===== src/hdl/b64d_pkg.sv =====
// ----------------------------------------------------------------------------
// b64d_pkg
// Shared types for the base64 stream decoder: the decode job that the front
// part hands to the back part through the queue.
// ----------------------------------------------------------------------------
package b64d_pkg;

	localparam int unsigned JOB_BYTES = 3;

	typedef logic [1:0] b64_count_t;

	typedef struct packed {
		logic [8*JOB_BYTES-1:0] bytes;
		b64_count_t             count;
	} b64_job_t;

endpackage


===== src/hdl/b64d_front.sv =====
// ----------------------------------------------------------------------------
// b64d_front
// Accepts character items, maps them to sextets, collects groups of four and
// turns full groups and flushes into decode jobs of one to three bytes.
// ----------------------------------------------------------------------------
module b64d_front
	import b64d_pkg::*;
(
	input  logic       clk,
	input  logic       arst_n,
	input  logic       in_valid,
	output logic       in_stall,
	input  logic [7:0] char_in,
	input  logic       end_of_stream,
	input  logic       queue_full,
	output logic       push,
	output b64_job_t   job
);

	localparam logic [7:0] CHAR_PLUS  = 8'h2B;
	localparam logic [7:0] CHAR_SLASH = 8'h2F;

	logic [17:0] store_q;
	logic [1:0]  count_q;
	logic        accept;
	logic        char_ok;
	logic [5:0]  sextet;

	always_comb begin
		char_ok = 1'b1;
		sextet  = 6'd0;
		if (char_in >= 8'h41 && char_in <= 8'h5A) begin
			sextet = 6'(char_in - 8'h41);
		end else if (char_in >= 8'h61 && char_in <= 8'h7A) begin
			sextet = 6'(char_in - 8'h61 + 8'd26);
		end else if (char_in >= 8'h30 && char_in <= 8'h39) begin
			sextet = 6'(char_in - 8'h30 + 8'd52);
		end else if (char_in == CHAR_PLUS) begin
			sextet = 6'd62;
		end else if (char_in == CHAR_SLASH) begin
			sextet = 6'd63;
		end else begin
			char_ok = 1'b0;
		end
	end

	assign in_stall = queue_full;
	assign accept   = in_valid && !queue_full;

	always_comb begin
		push      = 1'b0;
		job.bytes = {store_q, sextet};
		job.count = 2'd3;
		if (end_of_stream) begin
			if (count_q == 2'd3) begin
				job.bytes = {store_q[17:2], 8'h00};
				job.count = 2'd2;
				push      = accept;
			end else if (count_q == 2'd2) begin
				job.bytes = {store_q[11:4], 16'h0000};
				job.count = 2'd1;
				push      = accept;
			end
		end else if (char_ok && count_q == 2'd3) begin
			push = accept;
		end
	end

	always_ff @(posedge clk or negedge arst_n) begin
		if (!arst_n) begin
			store_q <= '0;
			count_q <= '0;
		end else if (accept) begin
			if (end_of_stream || (char_ok && count_q == 2'd3)) begin
				store_q <= '0;
				count_q <= '0;
			end else if (char_ok) begin
				store_q <= {store_q[11:0], sextet};
				count_q <= count_q + 2'd1;
			end
		end
	end

endmodule


===== src/hdl/b64d_queue.sv =====
// ----------------------------------------------------------------------------
// b64d_queue
// Short first-in first-out queue of decode jobs between front and back.
// ----------------------------------------------------------------------------
module b64d_queue
	import b64d_pkg::*;
#(
	parameter int unsigned DEPTH = 4
)
(
	input  logic     clk,
	input  logic     arst_n,
	input  logic     push,
	input  b64_job_t push_job,
	input  logic     pop,
	output b64_job_t head_job,
	output logic     full,
	output logic     empty
);

	localparam int unsigned PW = (DEPTH > 1) ? $clog2(DEPTH) : 1;
	localparam int unsigned CW = $clog2(DEPTH + 1);
	localparam logic [PW-1:0] LAST_SLOT = PW'(DEPTH - 1);

	b64_job_t        slots_q [DEPTH];
	logic [PW-1:0]   wr_ptr_q;
	logic [PW-1:0]   rd_ptr_q;
	logic [CW-1:0]   fill_q;

	assign head_job = slots_q[rd_ptr_q];
	assign full     = (fill_q == CW'(DEPTH));
	assign empty    = (fill_q == '0);

	always_ff @(posedge clk) begin
		if (push) begin
			slots_q[wr_ptr_q] <= push_job;
		end
	end

	always_ff @(posedge clk or negedge arst_n) begin
		if (!arst_n) begin
			wr_ptr_q <= '0;
			rd_ptr_q <= '0;
			fill_q   <= '0;
		end else begin
			if (push) begin
				wr_ptr_q <= (wr_ptr_q == LAST_SLOT) ? '0 : wr_ptr_q + PW'(1);
			end
			if (pop) begin
				rd_ptr_q <= (rd_ptr_q == LAST_SLOT) ? '0 : rd_ptr_q + PW'(1);
			end
			if (push && !pop) begin
				fill_q <= fill_q + CW'(1);
			end else if (pop && !push) begin
				fill_q <= fill_q - CW'(1);
			end
		end
	end

endmodule


===== src/hdl/b64d_back.sv =====
// ----------------------------------------------------------------------------
// b64d_back
// Takes decode jobs from the queue and sends their bytes out one per cycle while
// out_stall is low, through an output register, marking the last byte of each job.
// ----------------------------------------------------------------------------
module b64d_back
	import b64d_pkg::*;
(
	input  logic       clk,
	input  logic       arst_n,
	input  logic       job_valid,
	input  b64_job_t   job,
	output logic       pop,
	output logic       out_valid,
	input  logic       out_stall,
	output logic [7:0] data_byte,
	output logic       last_in_run
);

	logic [8*JOB_BYTES-1:0] bytes_q;
	b64_count_t             rem_q;
	logic                   out_valid_q;
	logic [7:0]             data_q;
	logic                   last_q;
	logic                   load_out;
	logic                   emit;

	assign load_out = !out_valid_q || !out_stall;
	assign emit     = load_out && (rem_q != '0);
	assign pop      = job_valid && ((rem_q == '0) || (emit && rem_q == 2'd1));

	always_ff @(posedge clk or negedge arst_n) begin
		if (!arst_n) begin
			rem_q       <= '0;
			out_valid_q <= 1'b0;
		end else begin
			if (pop) begin
				rem_q <= job.count;
			end else if (emit) begin
				rem_q <= rem_q - 2'd1;
			end
			if (load_out) begin
				out_valid_q <= emit;
			end
		end
	end

	always_ff @(posedge clk) begin
		if (pop) begin
			bytes_q <= job.bytes;
		end else if (emit) begin
			bytes_q <= {bytes_q[8*JOB_BYTES-9:0], 8'h00};
		end
		if (emit) begin
			data_q <= bytes_q[8*JOB_BYTES-1 -: 8];
			last_q <= (rem_q == 2'd1);
		end
	end

	assign out_valid   = out_valid_q;
	assign data_byte   = data_q;
	assign last_in_run = last_q;

endmodule


===== src/hdl/base64_stream_decoder_core.sv =====
// ----------------------------------------------------------------------------
// base64_stream_decoder_core
// Streaming base64 decoder: one character item in, decoded bytes out.
// ----------------------------------------------------------------------------
// The input channel (in_valid, in_stall, char_in, end_of_stream) takes one item
// per cycle while in_stall is low. Characters outside the base64 alphabet are
// dropped. Every fourth valid character, and every end-of-stream item that
// holds two or three sextets, creates a job of three, one or two bytes in a
// queue of QUEUE_DEPTH jobs. The output channel (out_valid, out_stall,
// data_byte, last_in_run) sends one byte per cycle while out_stall is low;
// last_in_run marks the final byte of each item's run. With the back end idle,
// a job passes from the queue into the back end's byte register, and its first
// byte then into the output register; bytes of earlier jobs still in the queue
// are sent first. Sustained input rate is one item per cycle while out_stall is
// low, since four characters yield at most three bytes and the back end emits
// one byte per cycle. When the receiver stalls, the output register holds its
// byte, the queue fills, and in_stall rises once it holds QUEUE_DEPTH jobs.
// Reset clears the group, the queue and the output valid.
// ----------------------------------------------------------------------------
module base64_stream_decoder_core
	import b64d_pkg::*;
#(
	parameter int unsigned QUEUE_DEPTH = 4
)
(
	input  logic       clk,
	input  logic       arst_n,
	input  logic       in_valid,
	output logic       in_stall,
	input  logic [7:0] char_in,
	input  logic       end_of_stream,
	output logic       out_valid,
	input  logic       out_stall,
	output logic [7:0] data_byte,
	output logic       last_in_run
);

	b64_job_t push_job;
	b64_job_t head_job;
	logic     push;
	logic     pop;
	logic     full;
	logic     empty;

	b64d_front u_front (
		.clk          (clk),
		.arst_n       (arst_n),
		.in_valid     (in_valid),
		.in_stall     (in_stall),
		.char_in      (char_in),
		.end_of_stream(end_of_stream),
		.queue_full   (full),
		.push         (push),
		.job          (push_job)
	);

	b64d_queue #(
		.DEPTH(QUEUE_DEPTH)
	) u_queue (
		.clk     (clk),
		.arst_n  (arst_n),
		.push    (push),
		.push_job(push_job),
		.pop     (pop),
		.head_job(head_job),
		.full    (full),
		.empty   (empty)
	);

	b64d_back u_back (
		.clk        (clk),
		.arst_n     (arst_n),
		.job_valid  (!empty),
		.job        (head_job),
		.pop        (pop),
		.out_valid  (out_valid),
		.out_stall  (out_stall),
		.data_byte  (data_byte),
		.last_in_run(last_in_run)
	);

endmodule

===== config.mk =====
export PLATFORM = sky130hd
export DESIGN_NAME = base64_stream_decoder_core
export DESIGN_NICKNAME = d
export VERILOG_FILES = /design/src/hdl/b64d_pkg.sv /design/src/hdl/b64d_front.sv /design/src/hdl/b64d_queue.sv /design/src/hdl/b64d_back.sv /design/src/hdl/base64_stream_decoder_core.sv
export SDC_FILE = /design/constraint.sdc
export NUM_CORES = 1
export LEC_CHECK = 0
export BUFFER_PORTS_ARGS = -buffer_cell sky130_fd_sc_hd__buf_2
export CAP_MARGIN = 20
export CELL_PAD_IN_SITES_DETAIL_PLACEMENT = 2
export CELL_PAD_IN_SITES_GLOBAL_PLACEMENT = 2
export CORE_ASPECT_RATIO = 1.5
export CORE_MARGIN = 2
export CORE_UTILIZATION = 47
export DETAILED_ROUTE_END_ITERATION = 8
export GPL_ROUTABILITY_DRIVEN = 0
export PLACE_DENSITY_LB_ADDON = 0.1
export SYNTH_ARGS = -nofsm -noshare
export SYNTH_HDL_FRONTEND = slang
export SYNTH_HIERARCHICAL = 1
export SYNTH_SLANG_ARGS = --single-unit

===== constraint.sdc =====
create_clock -name clk -period 3.8 [get_ports clk]
set_input_delay 0.76 -clock clk [delete_from_list [all_inputs] [get_ports clk]]
set_output_delay 0.76 -clock clk [all_outputs]
set_load 0.02 [all_outputs]

# ---- Word level (Yosys, flattened, before mapping)
# Memory sizes are Yosys's and may differ from the RTL's.
# Cells that the tools add are included.
dict set report classes {
  n_addsub 11
  order_cmp 6
  n_eq_ne 8
  mux 31
  n_reduce_logical 26
}
# cell count
set ops {}
lappend ops {{$mux W26} 3}
lappend ops {{$mux W24} 2}
lappend ops {{$mux W18} 2}
lappend ops {{$mux W6} 5}
lappend ops {{$eq A8 B6 Y1 const B} 2}
lappend ops {{$ge A8 B7 Y1 const B} 2}
lappend ops {{$le A8 B7 Y1 const B} 2}
lappend ops {{$mux W2} 6}
lappend ops {{$sub A6 B6 Y6 const B} 2}
lappend ops {{$mux W1} 11}
lappend ops {{$logic_and A1 B1 Y1} 10}
lappend ops {{$eq A2 B2 Y1 const B} 4}
lappend ops {{$ge A8 B6 Y1 const B} 1}
lappend ops {{$le A8 B6 Y1 const B} 1}
lappend ops {{$reduce_bool A2 Y1} 4}
lappend ops {{$add A2 B1 Y2 const B} 3}
lappend ops {{$add A6 B5 Y6 const B} 1}
lappend ops {{$add A6 B6 Y6 const B} 1}
lappend ops {{$logic_not A1 Y1} 6}
lappend ops {{$mux W3} 2}
lappend ops {{$sub A6 B1 Y6 const B} 1}
lappend ops {{$add A3 B1 Y3 const B} 1}
lappend ops {{$eq A3 B3 Y1 const B} 1}
lappend ops {{$logic_not A3 Y1} 1}
lappend ops {{6 further kinds} 8}
dict set report word_totals {
  register_bits 63
  ram_bits 104
  in_bits 13
  out_inout_bits 11
  elab_cells 93
  mem_count 1
}
# memory depth word_bits read_ports rd_clocked_by_memory_dff wr line_no
set mem_list {}
lappend mem_list {u_queue.slots_q 4 26 1 0 1 b64d_queue.sv:25} ;# b64_job_t slots_q [DEPTH];

# ---- Depth between registers and ports, before layout
dict set report depth {
  depth_word 13
  mapped_depth 15
  depth_no_buf 14
}

# ---- Modules after synthesis
# The synthesis kept the hierarchy.
# module instances cells_each area_each_um2 seq_area_each_um2
set modules_own_cells {}
lappend modules_own_cells {b64d_queue 1 173 4214.0 3298.2}
lappend modules_own_cells {b64d_front 1 176 1625.3 500.5}
lappend modules_own_cells {b64d_back 1 83 1465.2 1066.0}
lappend modules_own_cells {base64_stream_decoder_core 1 1 3.8 0.0}

# ---- Least setup slack after synthesis
# No wires, ideal clock.
dict set report synth_timing {
  path_kind {in2reg}
  from {in char_in[2]}
  to {mem u_queue/slots_q[1][0] (netlist bit) (enable)}
  setup_time_ns 0.385
  t_arrival_ns 3.061
  required_time_ns 3.415
  setup_slack_ns 0.354
  cell_stages 9
  path_buffers 0
  cell_sequence {inv_1 -> ha_1 -> a21o_4 -> a311o_2 -> nor2_4 -> or3_4 -> a21oi_1 -> nor2_1 -> and2_1}
}
dict set report synth_via {
  elab_chain_cells 11
  word_cells_on_any_way 21
  classes_between {6 x order compare; 2 x eq/ne; 9 x mux; 4 x reduce/logical}
}
# item line_no
set synth_lines {}
lappend synth_lines {{from (decl)} base64_stream_decoder_core.sv:30} ;# input logic [7:0] char_in,
lappend synth_lines {{parallel branches: the longest is 5 deep, another holds $ge A8 B6 Y1} --}
lappend synth_lines {{$mux W1 *} b64d_front.sv:32} ;# if (char_in >= 8'h41 && char_in <= 8'h5A) begin
lappend synth_lines {{$logic_and A1 B1 Y1 *} b64d_front.sv:64} ;# end else if (char_ok && count_q == 2'd3) begin
lappend synth_lines {{$mux W1 *} b64d_front.sv:64}
lappend synth_lines {{$mux W1 *} b64d_front.sv:54} ;# if (end_of_stream) begin
lappend synth_lines {{net push} base64_stream_decoder_core.sv:40} ;# logic push;
lappend synth_lines {{$mux W1 *} b64d_queue.sv:35} ;# if (push) begin
lappend synth_lines {{$mux W1 (implied by the code) *} b64d_queue.sv:36} ;# slots_q[wr_ptr_q] <= push_job;
lappend synth_lines {{to (decl)} b64d_queue.sv:25}
# Mark *: on every way through the listed nets, which the timed path passes.

# ---- Final worst setup path
dict set report layout_timing {
  from {in char_in[1]}
  to {reg u_queue.fill_q[2]}
}
dict set report layout_via {
  elab_chain_cells 12
  word_cells_on_any_way 24
  classes_between {6 x order compare; 2 x eq/ne; 8 x mux; 8 x reduce/logical}
}
# item line_no
set layout_lines {}
lappend layout_lines {{parallel branches: the longest is 5 deep, another holds $ge A8 B6 Y1} --}
lappend layout_lines {{$mux W1 *} b64d_front.sv:32}
lappend layout_lines {{$logic_and A1 B1 Y1 *} b64d_front.sv:64}
lappend layout_lines {{$mux W1 *} b64d_front.sv:64}
lappend layout_lines {{$mux W1 *} b64d_front.sv:54}
lappend layout_lines {{net push} base64_stream_decoder_core.sv:40}
lappend layout_lines {{$logic_not A1 Y1} b64d_queue.sv:54} ;# end else if (pop && !push) begin
lappend layout_lines {{$logic_and A1 B1 Y1} b64d_queue.sv:54}
lappend layout_lines {{$reduce_bool A2 Y1 (no line)} --}
lappend layout_lines {{to (signal assigned)} b64d_queue.sv:53} ;# fill_q <= fill_q + CW'(1);
lappend layout_lines {{to (signal assigned)} b64d_queue.sv:55} ;# fill_q <= fill_q - CW'(1);
lappend layout_lines {{to (decl)} b64d_queue.sv:28} ;# logic [CW-1:0] fill_q;
# Marked as above.
# A chain may end at the register's enable or synchronous reset.

==> reports/metrics.cfg <==
[detailed_routing]
post_drt_wl_per_cell_um=26.34
routed-wl-met3_um=365
met2_length_um=10210
met1_length_um=6982
initialDrtViolationCount=194
vias=3994
wirelength_um=18070
first_pass_iters=4
drtAntennaViolNets=0
drc=0
highest_layer=met4
vias_per_cell=5.822

[sta]
tns_ns=0
clock.fmax_mhz=303.0
timing.slew.headroom_pct=48.77
hold_viol_final=0
slew_violations=0
setup_viol=0
period_share_pct=86.85
finClkSkew_ns=0.01020
worst_slew_pin_slew_ns=0.7684
period_needed_ns=3.300
rsz0062_at_grt=no

[power]
p_clk_share_pct=32.1
leakage_nw=3.077
power.share.sequential_pct=43.3
intPower_w=0.004062
ir_drop_v=0.0003241
power_density_nw_per_um2=693.3
p_sw_share_pct=29.78
p_sw_w=0.001723
combinationalPowerShare_pct=24.6

[cts]
clk_path_buf_depth=2
cts_tree=done
cts_buffers=17
h-tree-depth=4
clockRootBuffer=clkbuf_16
clk_latency_ns=0.43
post_cts_buffers=0
cts_hold_buf=0
cts_resized=0
clk_pin_slew_ns=0.07
clkSinkCount=167

[floorplan]
initial_utilization_pct=48.27
die_area_um2=16580
fp.dieW_um=105.8
rows=55
core_um2=15140
io_pins=24
die_h_um=156.7

[setup_path]
crit_buf_inv=3
cp.required_ns=4.15
timing_worst_setup_path_type=in2reg
startpoint_type=primary input
cp_top_family=adder cells
slowest_stage=fa_1
path_cells=buf_2 -> inv_1 -> ha_1 -> and2b_1 -> o31a_1 -> a21oi_1 -> or3_4 -> a21oi_1 -> nor2_1 -> ha_1 -> inv_1 -> fa_1 -> xor2_1 -> nor2_1 -> xor2_1
critPathMaxStageDelay_ns=0.38
crit_path_end_kind=flip-flop
cp.arrival_ns=3.65
path_max_fanout=9

[final_layout]
final_cell_mix=137 x edfxtp_1, 30 x dfrtp_1, 27 x mux2_2
multiInputGateArea_um2=2253
drive_above_1_share_pct=27.16
fin_util_pct=55.12
finalNonFillerCells=686
fill_cells=1366
final_common_cell=edfxtp_1
nets=507
syn2layout_area_growth_pct=14.18
seqCellArea_um2=4865

[global_route]
grt.overflow.total=0
grt_pass1_wl_um=27880
grt_pass1_vias=4622
grt_max_degree=31
antenna_found_initial=1
grtUsageTotal_pct=23.34

[synthesis]
post_synth_inst_count=433
synth.yosys.seq_area_share_pct=66.56
netlist_area_um2=7308
synth_edf_count=137
syn_nets=467
avgSynthCellArea_um2=16.88
yosysWarnings=6
synth_flop_cell=edfxtp_1
ys_ff_latch=167
async_flop_share_pct=17.96
synth_cell_types=66

[min_path]
worstHoldPathType=in2async

[place]
placed_cells=653
portBuffers=23
place_hpwl_um=11860

[run_status]
status=finished clean

[job]
drv_cap=0

[registers in the layout (all words and copies together) (netlist names)]
register            flops
u_front/count_q         2
u_back/out_valid        1
u_back/bytes_q         24
u_front/store_q        18
u_queue/wr_ptr_q        2
u_back/rem_q            2
u_queue/slots_q       104
u_back/data_byte        8
u_queue/fill_q          3
u_back/last_in_run      1
u_queue/rd_ptr_q        2
[power by group through the flow]
stage | sequential [W] | combinational (W) | clock [W]
3_3_place_gp | 0.00253 | 0.00135 | 0
2_1_floorplan | 0.00254 | 0.00103 | 0
5_1_grt | 0.00254 | 0.00154 | 0.00195
4_1_cts | 0.00251 | 0.00146 | 0.00189
6_report | 0.00250 | 0.00142 | 0.00186
3_5_place_dp | 0.00255 | 0.00144 | 0
[per-layer routing]
| layer | vias up | GRT usage, % |
|---|---|---|
| met5 | - | 0 |
| met4 | 0 | 10.15 |
| li1 | 1780 | - |
| met1 | 2107 | 25.89 |
| met3 | 36 | 3.790 |
| met2 | 71 | 43.75 |
[synthesized netlist by cell type, types with 3 or more instances]
cell type    n  share of area, %
buf_6        3              0.46
and2_1      20               1.7
a21oi_1     11              0.75
o21ai_0      8              0.55
nand2_1     20               1.0
mux4_2      18               5.5
nor3_1       6              0.41
nor2_1      11              0.56
inv_1       16              0.82
o21ai_1      8              0.55
buf_2        6              0.41
mux4_1       8               2.9
nor4_1       4              0.34
dfrtp_1     30                10
nand3_1      5              0.34
a22o_1      12               1.4
nand2b_1     3              0.26
mux2_2      27               4.2
nor3b_1      3              0.31
ha_1        20               3.4
o211ai_1     3              0.31
edfxtp_1   137                56
[cell type report]
class	count	share of cell area (%)
Sequential cell	167	58.30
Inverter	17	0.7647
Clock inverter	15	2.429
Multi-Input combinational cell	233	27.01
Antenna cell	1	0.02999
Tap cell	199	2.984
Timing Repair Buffer	37	3.389
Clock buffer	17	5.098
[per-stage QoR]
stage	power [W]	area [um^2]	hold slack [ns]	worst slack, ns
final	0.005785	8344	0.4027	0.4998
after global routing	0.006029	8342	0.4316	0.3650
after CTS	0.005861	8342	0.4091	0.5027
after detailed placement	0.003986	7714	0.4052	0.09240
after global placement	0.003876	7714	0.4016	0.2164
after floorplan	0.003565	7308	0.4003	0.3543
[logic make-up after synthesis]
kind of cell               Yosys count  synth area share (%)
AOI/OAI and AO/OA                   66                 6.865
xor gates and xnor gates             3                0.3596
adders and majority gates           21                 3.698
buffers and inverters               33                 2.756
DFF                                167                 66.56
muxes                               53                 12.58
and+or+nand+nor                     90                 7.174
[path summary, 6_finish.rpt]
check	slack, ns	to	depth (start not counted)	startpoint
worst max-delay path	0.50	u_queue/fill_q[2]$_DFFE_PN0P_	15	char_in[1]
worst min-delay path	0.40	u_queue/fill_q[0]$_DFFE_PN0P_	1	arst_n
worst max register to register	1.21	u_queue/fill_q[1]$_DFFE_PN0P_	10	u_back/rem_q[1]$_DFFE_PN0P_
worst min register to register	0.42	u_back/data_byte[7]$_DFFE_PP_	0	u_back/bytes_q[23]$_DFFE_PP_
max in group asynchronous	2.89	u_front/store_q[15]$_DFFE_PN0P_	1	arst_n
min in group clk	0.42	u_back/data_byte[7]$_DFFE_PP_	0	u_back/bytes_q[23]$_DFFE_PP_
No activity file was read; power rests on OpenSTA's default activity.
